**src/sv/tbpf_pkg.sv**
```systemverilog
// Shared types and constants for the tiled background pixel fetch unit.
// Used by the front, queue, back and top-level modules; depends on nothing.
package tbpf_pkg;

    localparam int VRAM_HALFWORDS       = 32768;
    localparam int VRAM_AW              = $clog2(VRAM_HALFWORDS);
    localparam int SCREEN_WIDTH_DEFAULT = 240;
    localparam int CFG_IDX_W            = 3;
    localparam int CFG_DATA_W           = 9;
    localparam int QUEUE_DEPTH          = 2;

    typedef enum logic [CFG_IDX_W-1:0] {
        REG_LAYER_ENABLE  = 3'd0,
        REG_CHAR_BASE     = 3'd1,
        REG_SCREEN_BASE   = 3'd2,
        REG_COLOR_256     = 3'd3,
        REG_MAP_SIZE      = 3'd4,
        REG_SCROLL_X      = 3'd5,
        REG_SCROLL_Y      = 3'd6
    } reg_idx_t;

    typedef enum logic [1:0] {
        KIND_WRITE = 2'd0,
        KIND_BLANK = 2'd1,
        KIND_FETCH = 2'd2
    } kind_t;

    typedef enum logic [1:0] {
        ST_IDLE = 2'd0,
        ST_TILE = 2'd1,
        ST_PIX  = 2'd2
    } back_state_t;

    typedef struct packed {
        logic       layer_enable;
        logic [1:0] char_base_block;
        logic [4:0] screen_base_block;
        logic       color_256;
        logic [1:0] map_size;
        logic [8:0] scroll_x;
        logic [8:0] scroll_y;
    } cfg_t;

    typedef struct packed {
        kind_t              kind;
        logic [VRAM_AW-1:0] addr;
        logic [15:0]        data;
        logic [2:0]         fine_x;
        logic [2:0]         fine_y;
    } qent_t;

endpackage

```
**src/sv/tbpf_queue.sv**
```systemverilog
// Two-entry item queue between front and back end.
// Depends on tbpf_pkg.
module tbpf_queue
    import tbpf_pkg::*;
(
    input  logic  clk,
    input  logic  rst_n,
    input  logic  push,
    input  qent_t push_ent,
    input  logic  pop,
    output qent_t head,
    output logic  empty,
    output logic  full
);

    localparam int PW = $clog2(QUEUE_DEPTH);

    qent_t           slots_reg [QUEUE_DEPTH];
    logic [PW-1:0]   wr_ptr_reg;
    logic [PW-1:0]   wr_ptr_next;
    logic [PW-1:0]   rd_ptr_reg;
    logic [PW-1:0]   rd_ptr_next;
    logic [PW:0]     count_reg;
    logic [PW:0]     count_next;
    logic            do_push;
    logic            do_pop;

    always_comb
    begin
        empty       = (count_reg == '0);
        full        = (count_reg == (PW+1)'(QUEUE_DEPTH));
        do_push     = push && !full;
        do_pop      = pop && !empty;
        head        = slots_reg[rd_ptr_reg];
        wr_ptr_next = do_push ? wr_ptr_reg + 1'b1 : wr_ptr_reg;
        rd_ptr_next = do_pop ? rd_ptr_reg + 1'b1 : rd_ptr_reg;
        count_next  = count_reg;
        if (do_push && !do_pop)
        begin
            count_next = count_reg + 1'b1;
        end
        else if (do_pop && !do_push)
        begin
            count_next = count_reg - 1'b1;
        end
    end

    always_ff @(posedge clk or negedge rst_n)
    begin
        if (!rst_n)
        begin
            wr_ptr_reg <= '0;
            rd_ptr_reg <= '0;
            count_reg  <= '0;
        end
        else
        begin
            wr_ptr_reg <= wr_ptr_next;
            rd_ptr_reg <= rd_ptr_next;
            count_reg  <= count_next;
        end
    end

    always_ff @(posedge clk)
    begin
        if (do_push)
        begin
            slots_reg[wr_ptr_reg] <= push_ent;
        end
    end

endmodule

```
**config.mk**
```make
export PLATFORM = sky130hd
export DESIGN_NAME = tbpf_queue
export DESIGN_NICKNAME = d
export VERILOG_FILES = /design/src/sv/tbpf_pkg.sv /design/src/sv/tbpf_queue.sv
export SDC_FILE = /design/constraint.sdc
export NUM_CORES = 1
export LEC_CHECK = 0
export BUFFER_PORTS_ARGS = -buffer_cell sky130_fd_sc_hd__buf_2
export CORE_ASPECT_RATIO = 0.5
export CORE_MARGIN = 2
export CORE_UTILIZATION = 40
export CTS_CLUSTER_DIAMETER = 120
export DETAILED_ROUTE_END_ITERATION = 16
export GPL_ROUTABILITY_DRIVEN = 0
export SLEW_MARGIN = 20
export SYNTH_ARGS = -nofsm -noshare
export SYNTH_HDL_FRONTEND = slang
export SYNTH_SLANG_ARGS = --single-unit
```
**constraint.sdc**
```tcl
create_clock -name clk -period 3.6 [get_ports clk]
set_input_delay 0.36 -clock clk [delete_from_list [all_inputs] [get_ports clk]]
set_output_delay 0.36 -clock clk [all_outputs]
set_load 0.05 [all_outputs]
```
==> results.md <==
* DRT Wirelength at 4920 µm
* # IOs at 84
* PortBufs at 83
* Worst-Skew Late Latency at 0.32 ns
* CTS tree: yes
* Share of the synthesized area in the top cell type at 0.779
* Post-synthesis cell area at 3010 µm²
* Hold WC Path Type: in2reg
* Total GRT Usage at 0.130
* Root Buffer: clkbuf_16
* Final Net Count at 276
* CP Launch Type: flop
* Antenna Cells at 0
* Fin crit share at 0.640
* Post-route design area at 3810 µm²
* FMAX at 434 MHz
* Clk_skew at 0.00363 ns
* Min cycle time layout at 2.30 ns
* Slew headroom at 0.376
* Seq/Total Area, Yosys at 0.812
* Via/cell ratio at 4.57
* WP data arrival at 1.94 ns
* Lkg Pwr at 1.44 nW
* DRT Pass-1 Iters at 4
* Largest net degree at the start of global routing at 41
* Initial antenna violation count at 0
* Pwr dens at 966 nW/µm²
* CTS Buf Count at 9
* Die width at 127 µm
* Critical setup path kind: reg2out
* Avg Inst Size Synth at 21.5 µm²
* Placed inst area at 3520 µm²
* Fill count at 617
* H-tree depth at 3
* Iteration-0 DRC Markers at 77
* First-pass GRT wire length at 7880 µm
* Grt ovf at 0
* Clock Sinks at 82
* Setup crit end kind: primary output
* Final Hold Viols at 0
* DRC violations left at 0
* Layout cells sized above 1 at 0.574
* Core area at 7290 µm²
* R2R Setup Slk at 1.80 ns
* Cell variety after synth at 13
* Mapped Nets at 184
* Yosys warning count at 0
* Seq cells post-synth at 82
* Via count at 1521
* Fin Setup TNS at 0 ns
* Area delta synth->final at 26.6%
* Routed len/inst at 14.8 µm
* Crit Path Max Fanout at 40
* Final Slew Violations at 0
* Worst-Margin Slew at 0.936 ns
* CTS clock-pin slew for the worst setup and hold paths at 0.05 ns
* Postcts setup bufs at 0
* Post-synthesis instance total at 140
* Synth area leaders: edfxtp_1, mux2_2, dfrtp_1
* Fin util at 0.522
* ANT nets after route at 0
* Hold-fix buffers, CTS at 1
* Post-DP HPWL at 3100 µm
* Vias in the first global route at 1637
* Die area at 8270 µm²
* Worst VDD drop at 0.000497 V
* WP data required at 3.24 ns
* Final setup fails at 0
* RSZ-0062 raised after global routing: false
* Post_cts resized at 0
* Longest Clk Path Bufs at 2
* Initial Util at 0.412
* Max cap viols at 0
* Top cell type by total area after synthesis: edfxtp_1
* Rows at 22
* Max reg flops at 78
* Status: finished clean
* Die Height at 65.3 µm
final cells by class:
class                           count  area (µm²)  area share
Timing Repair Buffer               85         445       0.117
Clock inverter                      4        18.8     0.00493
Sequential cell                    82        2440       0.642
Tap cell                           96         120      0.0315
Inverter                            2        7.51     0.00197
Multi-Input combinational cell     52         537       0.141
Clock buffer                       12         236      0.0621
routing by layer:
metal | share of wire | wire [µm] | up-vias | global-route usage
met5 | 0 | 0 | - | 0
met4 | 0.013 | 62 | 0 | 0.0577
met3 | 0.048 | 234 | 10 | 0.0464
met2 | 0.53 | 2610 | 36 | 0.225
met1 | 0.41 | 2010 | 747 | 0.147
li1 | - | - | 728 | -
synthesized netlist by cell type (all sizes together):
cell	n
o21ai	1
nand2b	1
and3	1
xor2	2
edfxtp	78
dfrtp	4
mux2	39
ha	1
buf	4
nor2	3
inv	2
nand2	1
xnor2	3
layout by cell type, fill, tap and decap left out:
cell / netlist / layout
nand2_1: 1 / 1
dfrtp_2: 0 / 1
dlygate4sd3_1: 0 / 1
xnor2_1: 3 / 3
buf_2: 0 / 83
clkbuf_1: 0 / 3
inv_1: 2 / 2
buf_12: 0 / 1
o21ai_1: 1 / 1
clkinvlp_4: 0 / 1
clkinv_1: 0 / 3
and3_2: 0 / 1
nor2_4: 0 / 1
ha_1: 1 / 1
edfxtp_1: 78 / 78
nand2b_1: 1 / 1
xor2_1: 2 / 2
mux2_2: 39 / 39
nor2_1: 3 / 2
clkbuf_16: 0 / 9
dfrtp_1: 4 / 3
worst max-delay path: stages, from the launching register on:
cell and delay [ns]:
dfrtp_2 0.96, mux2_2 0.43, buf_2 0.21
power by group:
| part | internal (mW) | leakage, nW | switching (mW) |
|---|---|---|---|
| Combinational | 0.421 | 0.551 | 1.02 |
| Clock | 0.460 | 0.119 | 0.317 |
| Sequential | 1.31 | 0.770 | 0.148 |
| Total | 2.19 | 1.44 | 1.49 |
cells by family after synthesis:
| group | share of synthesized area |
|---|---|
| flip-flops | 0.812 |
| multiplexers | 0.146 |
| buffers and inverters | 0.0125 |
| AND/OR/NAND/NOR | 0.00915 |
| XOR/XNOR | 0.0146 |
| AO/OA/AOI/OAI | 0.00166 |
| adder cells (fa/ha/maj) | 0.00416 |
per-stage QoR:
step                std cells  hold slack (ns)  setup WS, ns  power, mW
floorplan                 140           0.0644         0.872       2.63
global placement          315            0.170          1.61       2.91
detailed placement        315            0.174          1.53       2.94
CTS                       332            0.211          1.24       3.72
global route              333            0.208          1.16       3.86
finish                    333            0.224          1.30       3.68
final timing paths:
check / from / endpoint / depth (start not counted)
worst max-delay path: rd_ptr_reg$_DFFE_PN0P_ / head[4] / 2
worst min-delay path: push_ent[28] / slots_reg[0][28]$_DFFE_PP_ / 1
worst max register to register: count_reg[0]$_DFFE_PN0P_ / slots_reg[1][6]$_DFFE_PP_ / 2
worst min register to register: count_reg[1]$_DFFE_PN0P_ / count_reg[1]$_DFFE_PN0P_ / 1
max in group asynchronous: rst_n / rd_ptr_reg$_DFFE_PN0P_ / 2
min in group asynchronous: rst_n / count_reg[1]$_DFFE_PN0P_ / 2
No activity file was read; power rests on OpenSTA's default activity.
