--- src/sv/tbpf_pkg.sv ---
// Shared types and constants for the tiled background pixel fetch unit.
// Used by the front, queue, back and top-level modules; depends on nothing.
package tbpf_pkg;

    localparam int VRAM_HALFWORDS       = 32768;
    localparam int VRAM_AW              = $clog2(VRAM_HALFWORDS);
    localparam int SCREEN_WIDTH_DEFAULT = 240;
    localparam int CFG_IDX_W            = 3;
    localparam int CFG_DATA_W           = 9;
    localparam int QUEUE_DEPTH          = 2;

    typedef enum logic [CFG_IDX_W-1:0] {
        REG_LAYER_ENABLE  = 3'd0,
        REG_CHAR_BASE     = 3'd1,
        REG_SCREEN_BASE   = 3'd2,
        REG_COLOR_256     = 3'd3,
        REG_MAP_SIZE      = 3'd4,
        REG_SCROLL_X      = 3'd5,
        REG_SCROLL_Y      = 3'd6
    } reg_idx_t;

    typedef enum logic [1:0] {
        KIND_WRITE = 2'd0,
        KIND_BLANK = 2'd1,
        KIND_FETCH = 2'd2
    } kind_t;

    typedef enum logic [1:0] {
        ST_IDLE = 2'd0,
        ST_TILE = 2'd1,
        ST_PIX  = 2'd2
    } back_state_t;

    typedef struct packed {
        logic       layer_enable;
        logic [1:0] char_base_block;
        logic [4:0] screen_base_block;
        logic       color_256;
        logic [1:0] map_size;
        logic [8:0] scroll_x;
        logic [8:0] scroll_y;
    } cfg_t;

    typedef struct packed {
        kind_t              kind;
        logic [VRAM_AW-1:0] addr;
        logic [15:0]        data;
        logic [2:0]         fine_x;
        logic [2:0]         fine_y;
    } qent_t;

endpackage

--- src/sv/tbpf_front.sv ---
// Front end: classifies an accepted item and forms the map entry address.
// Depends on tbpf_pkg.
module tbpf_front
    import tbpf_pkg::*;
#(
    parameter int SCREEN_WIDTH = SCREEN_WIDTH_DEFAULT
)
(
    input  cfg_t        cfg,
    input  logic        operation,
    input  logic [14:0] vram_address,
    input  logic [15:0] write_data,
    input  logic [7:0]  line,
    input  logic [7:0]  column,
    output qent_t       ent
);

    localparam logic [9:0] SCREEN_W = 10'(SCREEN_WIDTH);

    logic        wide;
    logic        tall;
    logic [9:0]  sum_x;
    logic [9:0]  sum_y;
    logic [8:0]  px;
    logic [8:0]  py;
    logic [1:0]  blk;
    logic [11:0] map_index;
    logic [15:0] map_addr;
    logic        blank;

    always_comb
    begin
        wide      = cfg.map_size[0];
        tall      = cfg.map_size[1];
        sum_x     = {2'b00, column} + {1'b0, cfg.scroll_x};
        sum_y     = {2'b00, line} + {1'b0, cfg.scroll_y};
        px        = {sum_x[8] & wide, sum_x[7:0]};
        py        = {sum_y[8] & tall, sum_y[7:0]};
        blk       = wide ? {py[8], px[8]} : {1'b0, py[8]};
        map_index = {blk, py[7:3], px[7:3]};
        map_addr  = {1'b0, cfg.screen_base_block, 10'd0} + {4'd0, map_index};
        blank     = !cfg.layer_enable || ({2'b00, column} >= SCREEN_W);

        ent.data   = write_data;
        ent.fine_x = px[2:0];
        ent.fine_y = py[2:0];
        if (!operation)
        begin
            ent.kind = KIND_WRITE;
            ent.addr = VRAM_AW'(vram_address);
        end
        else if (blank)
        begin
            ent.kind = KIND_BLANK;
            ent.addr = VRAM_AW'(map_addr);
        end
        else
        begin
            ent.kind = KIND_FETCH;
            ent.addr = VRAM_AW'(map_addr);
        end
    end

endmodule

--- config.mk ---
export PLATFORM = sky130hd
export DESIGN_NAME = tbpf_front
export DESIGN_NICKNAME = d
export VERILOG_FILES = /design/src/sv/tbpf_pkg.sv /design/src/sv/tbpf_front.sv
export SDC_FILE = /design/constraint.sdc
export NUM_CORES = 1
export LEC_CHECK = 0
export BUFFER_PORTS_ARGS = -buffer_cell sky130_fd_sc_hd__buf_4
export CAP_MARGIN = 10
export CORE_MARGIN = 5
export CORE_UTILIZATION = 37
export DETAILED_ROUTE_END_ITERATION = 7
export PLACE_DENSITY = 0.84
export SYNTH_ARGS = -nofsm -noshare
export SYNTH_HDL_FRONTEND = slang
export SYNTH_SLANG_ARGS = --single-unit
--- constraint.sdc ---
create_clock -name vclk -period 3.2
set_input_delay 0.16 -clock vclk [all_inputs]
set_output_delay 0.16 -clock vclk [all_outputs]
set_load 0.1 [all_outputs]
==> metrics.yaml <==
setup_path:
  crit_type: "in2out"
  slowest_delay_ns: 0.39
  path_cells: "buf_4 -> ha_1 -> inv_1 -> fa_1 -> nand2b_4 -> a21oi_4 -> o22ai_2 -> mux2i_1 -> buf_4 -> buf_4 -> and2_2 -> ha_1 -> a21oi_1 -> nor2b_1 -> xnor2_1 -> a21oi_2 -> buf_4"
  start_kind: "primary input"
  cp_common_cell: "buf_4"
  required_ns: 3.04
  crit_fanout: 2
  arrival_ns: 2.92
  worst_setup_path_end_kind: "output pin"
  slowest_stage: "fa_1"
placement:
  place_hpwl_um: 2687
  dp_cells: 242
  port-buffer-count: 81
  place.gp.congestion: 0.7648
hold_path:
  worstHoldPathType: "in2out"
  worstHoldStart: "write_data[5]"
  hold_path_depth: 0
  hold_end: "ent[11]"
global_routing:
  first_global_vias: 1149
  grt_antenna_before_repair: 0
  overflow: 0
  grt_pass1_wl_um: 4795
  track_usage_pct: 13.34
  grt_max_degree: 22
yosys:
  synthesis.nets: 241
  yosysTopAreaCell: "ha_1"
  yosysSeqAreaShare_pct: 0
  synth_top_area_share_pct: 20.32
  synth_cell_type_count: 37
  synth_cells: 143
  synth.avg_cell_area_um2: 7.752
  synth_area_um2: 1109
  ys_top_cells_by_area: "ha_1, buf_4, mux2_2, xnor2_1, fa_1"
  ys_warn_count: 0
pwr:
  p_sw_uw: 415.6
  internal_power_uw: 196.7
  combPwrFrac_pct: 100.0
  power.share.clock_pct: 0
  ir_drop_mv: 0.2062
  power_density_nw_per_um2: 353.4
  leakage_uw: 0.0009043
  power_uw: 612.4
  switching_share_pct: 67.87
  seqPwrFrac_pct: 0
status:
  status: "complete, no violations"
timing:
  hold_viol: 0
  drv_slew: 0
  fin_crit_sh_pct: 96.40
  tightest_slew_ns: 0.3263
  fin_crit_ns: 3.085
  finalSetupViolCount: 0
  clock.fmax_ghz: 0.3242
  timing.hold.ws_ns: 0.3200
  slew_headroom_pct: 78.25
cells_and_area:
  drive_above_1_share_pct: 51.89
  fillCellCount: 268
  nNetsFinal: 312
  syn_to_final_growth_pct: 56.32
  diodes: 0
  final_cells: 243
  regArea_um2: 0
  clock_buffers: 0
  seq_cells: 0
floorplan:
  start_util_pct: 39.52
  dieHeight_um: 64.74
  fp-row-count: 19
  dieArea_um2: 4191
  core_um2: 2805
  die_w_um: 64.74
  pin_count: 116
route:
  drt-total-wl_um: 2977
  drtAntennaViolNets: 0
  first_pass_iters: 4
  drt_iter0_drc: 36
  drcViolationCount: 0
  via_count: 1202
  wire_per_inst_um: 12.25
  vias_per_cell: 4.947
flow_run:
  drv_cap: 0
==> cells in the mapped netlist (all sizes together) <==
| library cell | number |
|---|---|
| a211oi | 2 |
| a221oi | 1 |
| o211ai | 4 |
| nand4 | 1 |
| fa | 3 |
| mux2 | 10 |
| a21boi | 1 |
| buf | 16 |
| nor2b | 3 |
| nand2 | 6 |
| nand3b | 2 |
| and2 | 1 |
| inv | 15 |
| o21a | 2 |
| o2111ai | 1 |
| o21bai | 1 |
| or3 | 1 |
| xor2 | 3 |
| a21oi | 8 |
| clkbuf | 2 |
| ha | 18 |
| nor3 | 4 |
| o21ai | 3 |
| o22ai | 3 |
| o211a | 1 |
| mux2i | 2 |
| nor4 | 1 |
| nor2 | 7 |
| a21o | 3 |
| a31oi | 1 |
| xnor2 | 10 |
| a211o | 1 |
| and3 | 3 |
| nand2b | 3 |
==> cell type report <==
cell class	instances	area, um2	area share [%]
Timing Repair Buffer	87	660.6	38.12
Inverter	15	56.30	3.249
Multi-Input combinational cell	110	977.2	56.39
Tap cell	31	38.79	2.238
==> cell usage in the layout, fill, tap and decap left out, types with 4 or more instances in the layout <==
cell and n:
o211ai_1 4, xnor2_1 10, nor2_1 7, nand2_1 6, nor3_1 4, inv_1 15
mux2_2 10, a21oi_1 5, buf_4 86, ha_1 18
==> layer usage <==
layer,global-route usage [%],share of wire (%)
met1,16.23,40
met2,25.42,51
met3,2.245,9.2
met4,0.7916,0
met5,0,0
==> cells by family after synthesis <==
| family | count (synthesis) | synth area share [%] |
|---|---|---|
| xor+xnor | 13 | 10.27 |
| fa+ha+maj | 21 | 25.73 |
| mux | 12 | 11.96 |
| simple gates | 32 | 15.13 |
| buf+inv | 33 | 16.59 |
| compound gates | 32 | 20.32 |
==> power groups by stage <==
stage                     sequential (uW)  clock [uW]  combinational (uW)
after global routing                    0           0                 648
after floorplan                         0           0                 551
after global placement                  0           0                 599
after CTS                               0           0                 608
final                                   0           0                 612
after detailed placement                0           0                 605
==> how the worst max path moves through the flow <==
stage | startpoint | to | slack (ns) | depth (start not counted)
global route | line[0] | ent[36] | -0.02 | 16
global placement | cfg[0] | ent[36] | -0.01 | 16
floorplan | cfg[0] | ent[36] | -0.27 | 14
CTS | cfg[0] | ent[34] | 0.005 | 16
detailed placement | cfg[0] | ent[36] | -0.04 | 16
finish | cfg[0] | ent[35] | 0.12 | 17
==> worst max-delay path, delay by kind of cell <==
family          cells  cell delay, ns
buf+inv             5            0.68
simple gates        3            0.43
fa+ha+maj           3            0.81
xor+xnor            1            0.13
compound gates      4            0.57
mux                 1            0.14
==> through the flow <==
step / area (um2) / setup TNS, ns / util [%] / setup WS (ns)
global placement: 1685 / -0.01483 / 60.08 / -0.01483
floorplan: 1129 / -0.2738 / - / -0.2738
global route: 1733 / -0.03732 / 61.78 / -0.02142
detailed placement: 1685 / -0.06980 / 60.08 / -0.04084
CTS: 1693 / 0 / 60.35 / 0.004948
finish: 1733 / 0 / 61.78 / 0.1151
==> timing repair <==
action,CTS,global route
endpoints found under the hold margin,0,0
gates resized for setup,2,7
buffers inserted,0,1
hold buffers,0,0
pin swaps,0,3
endpoints found under the setup margin,2,3
Power figures use the tool's default switching activity.
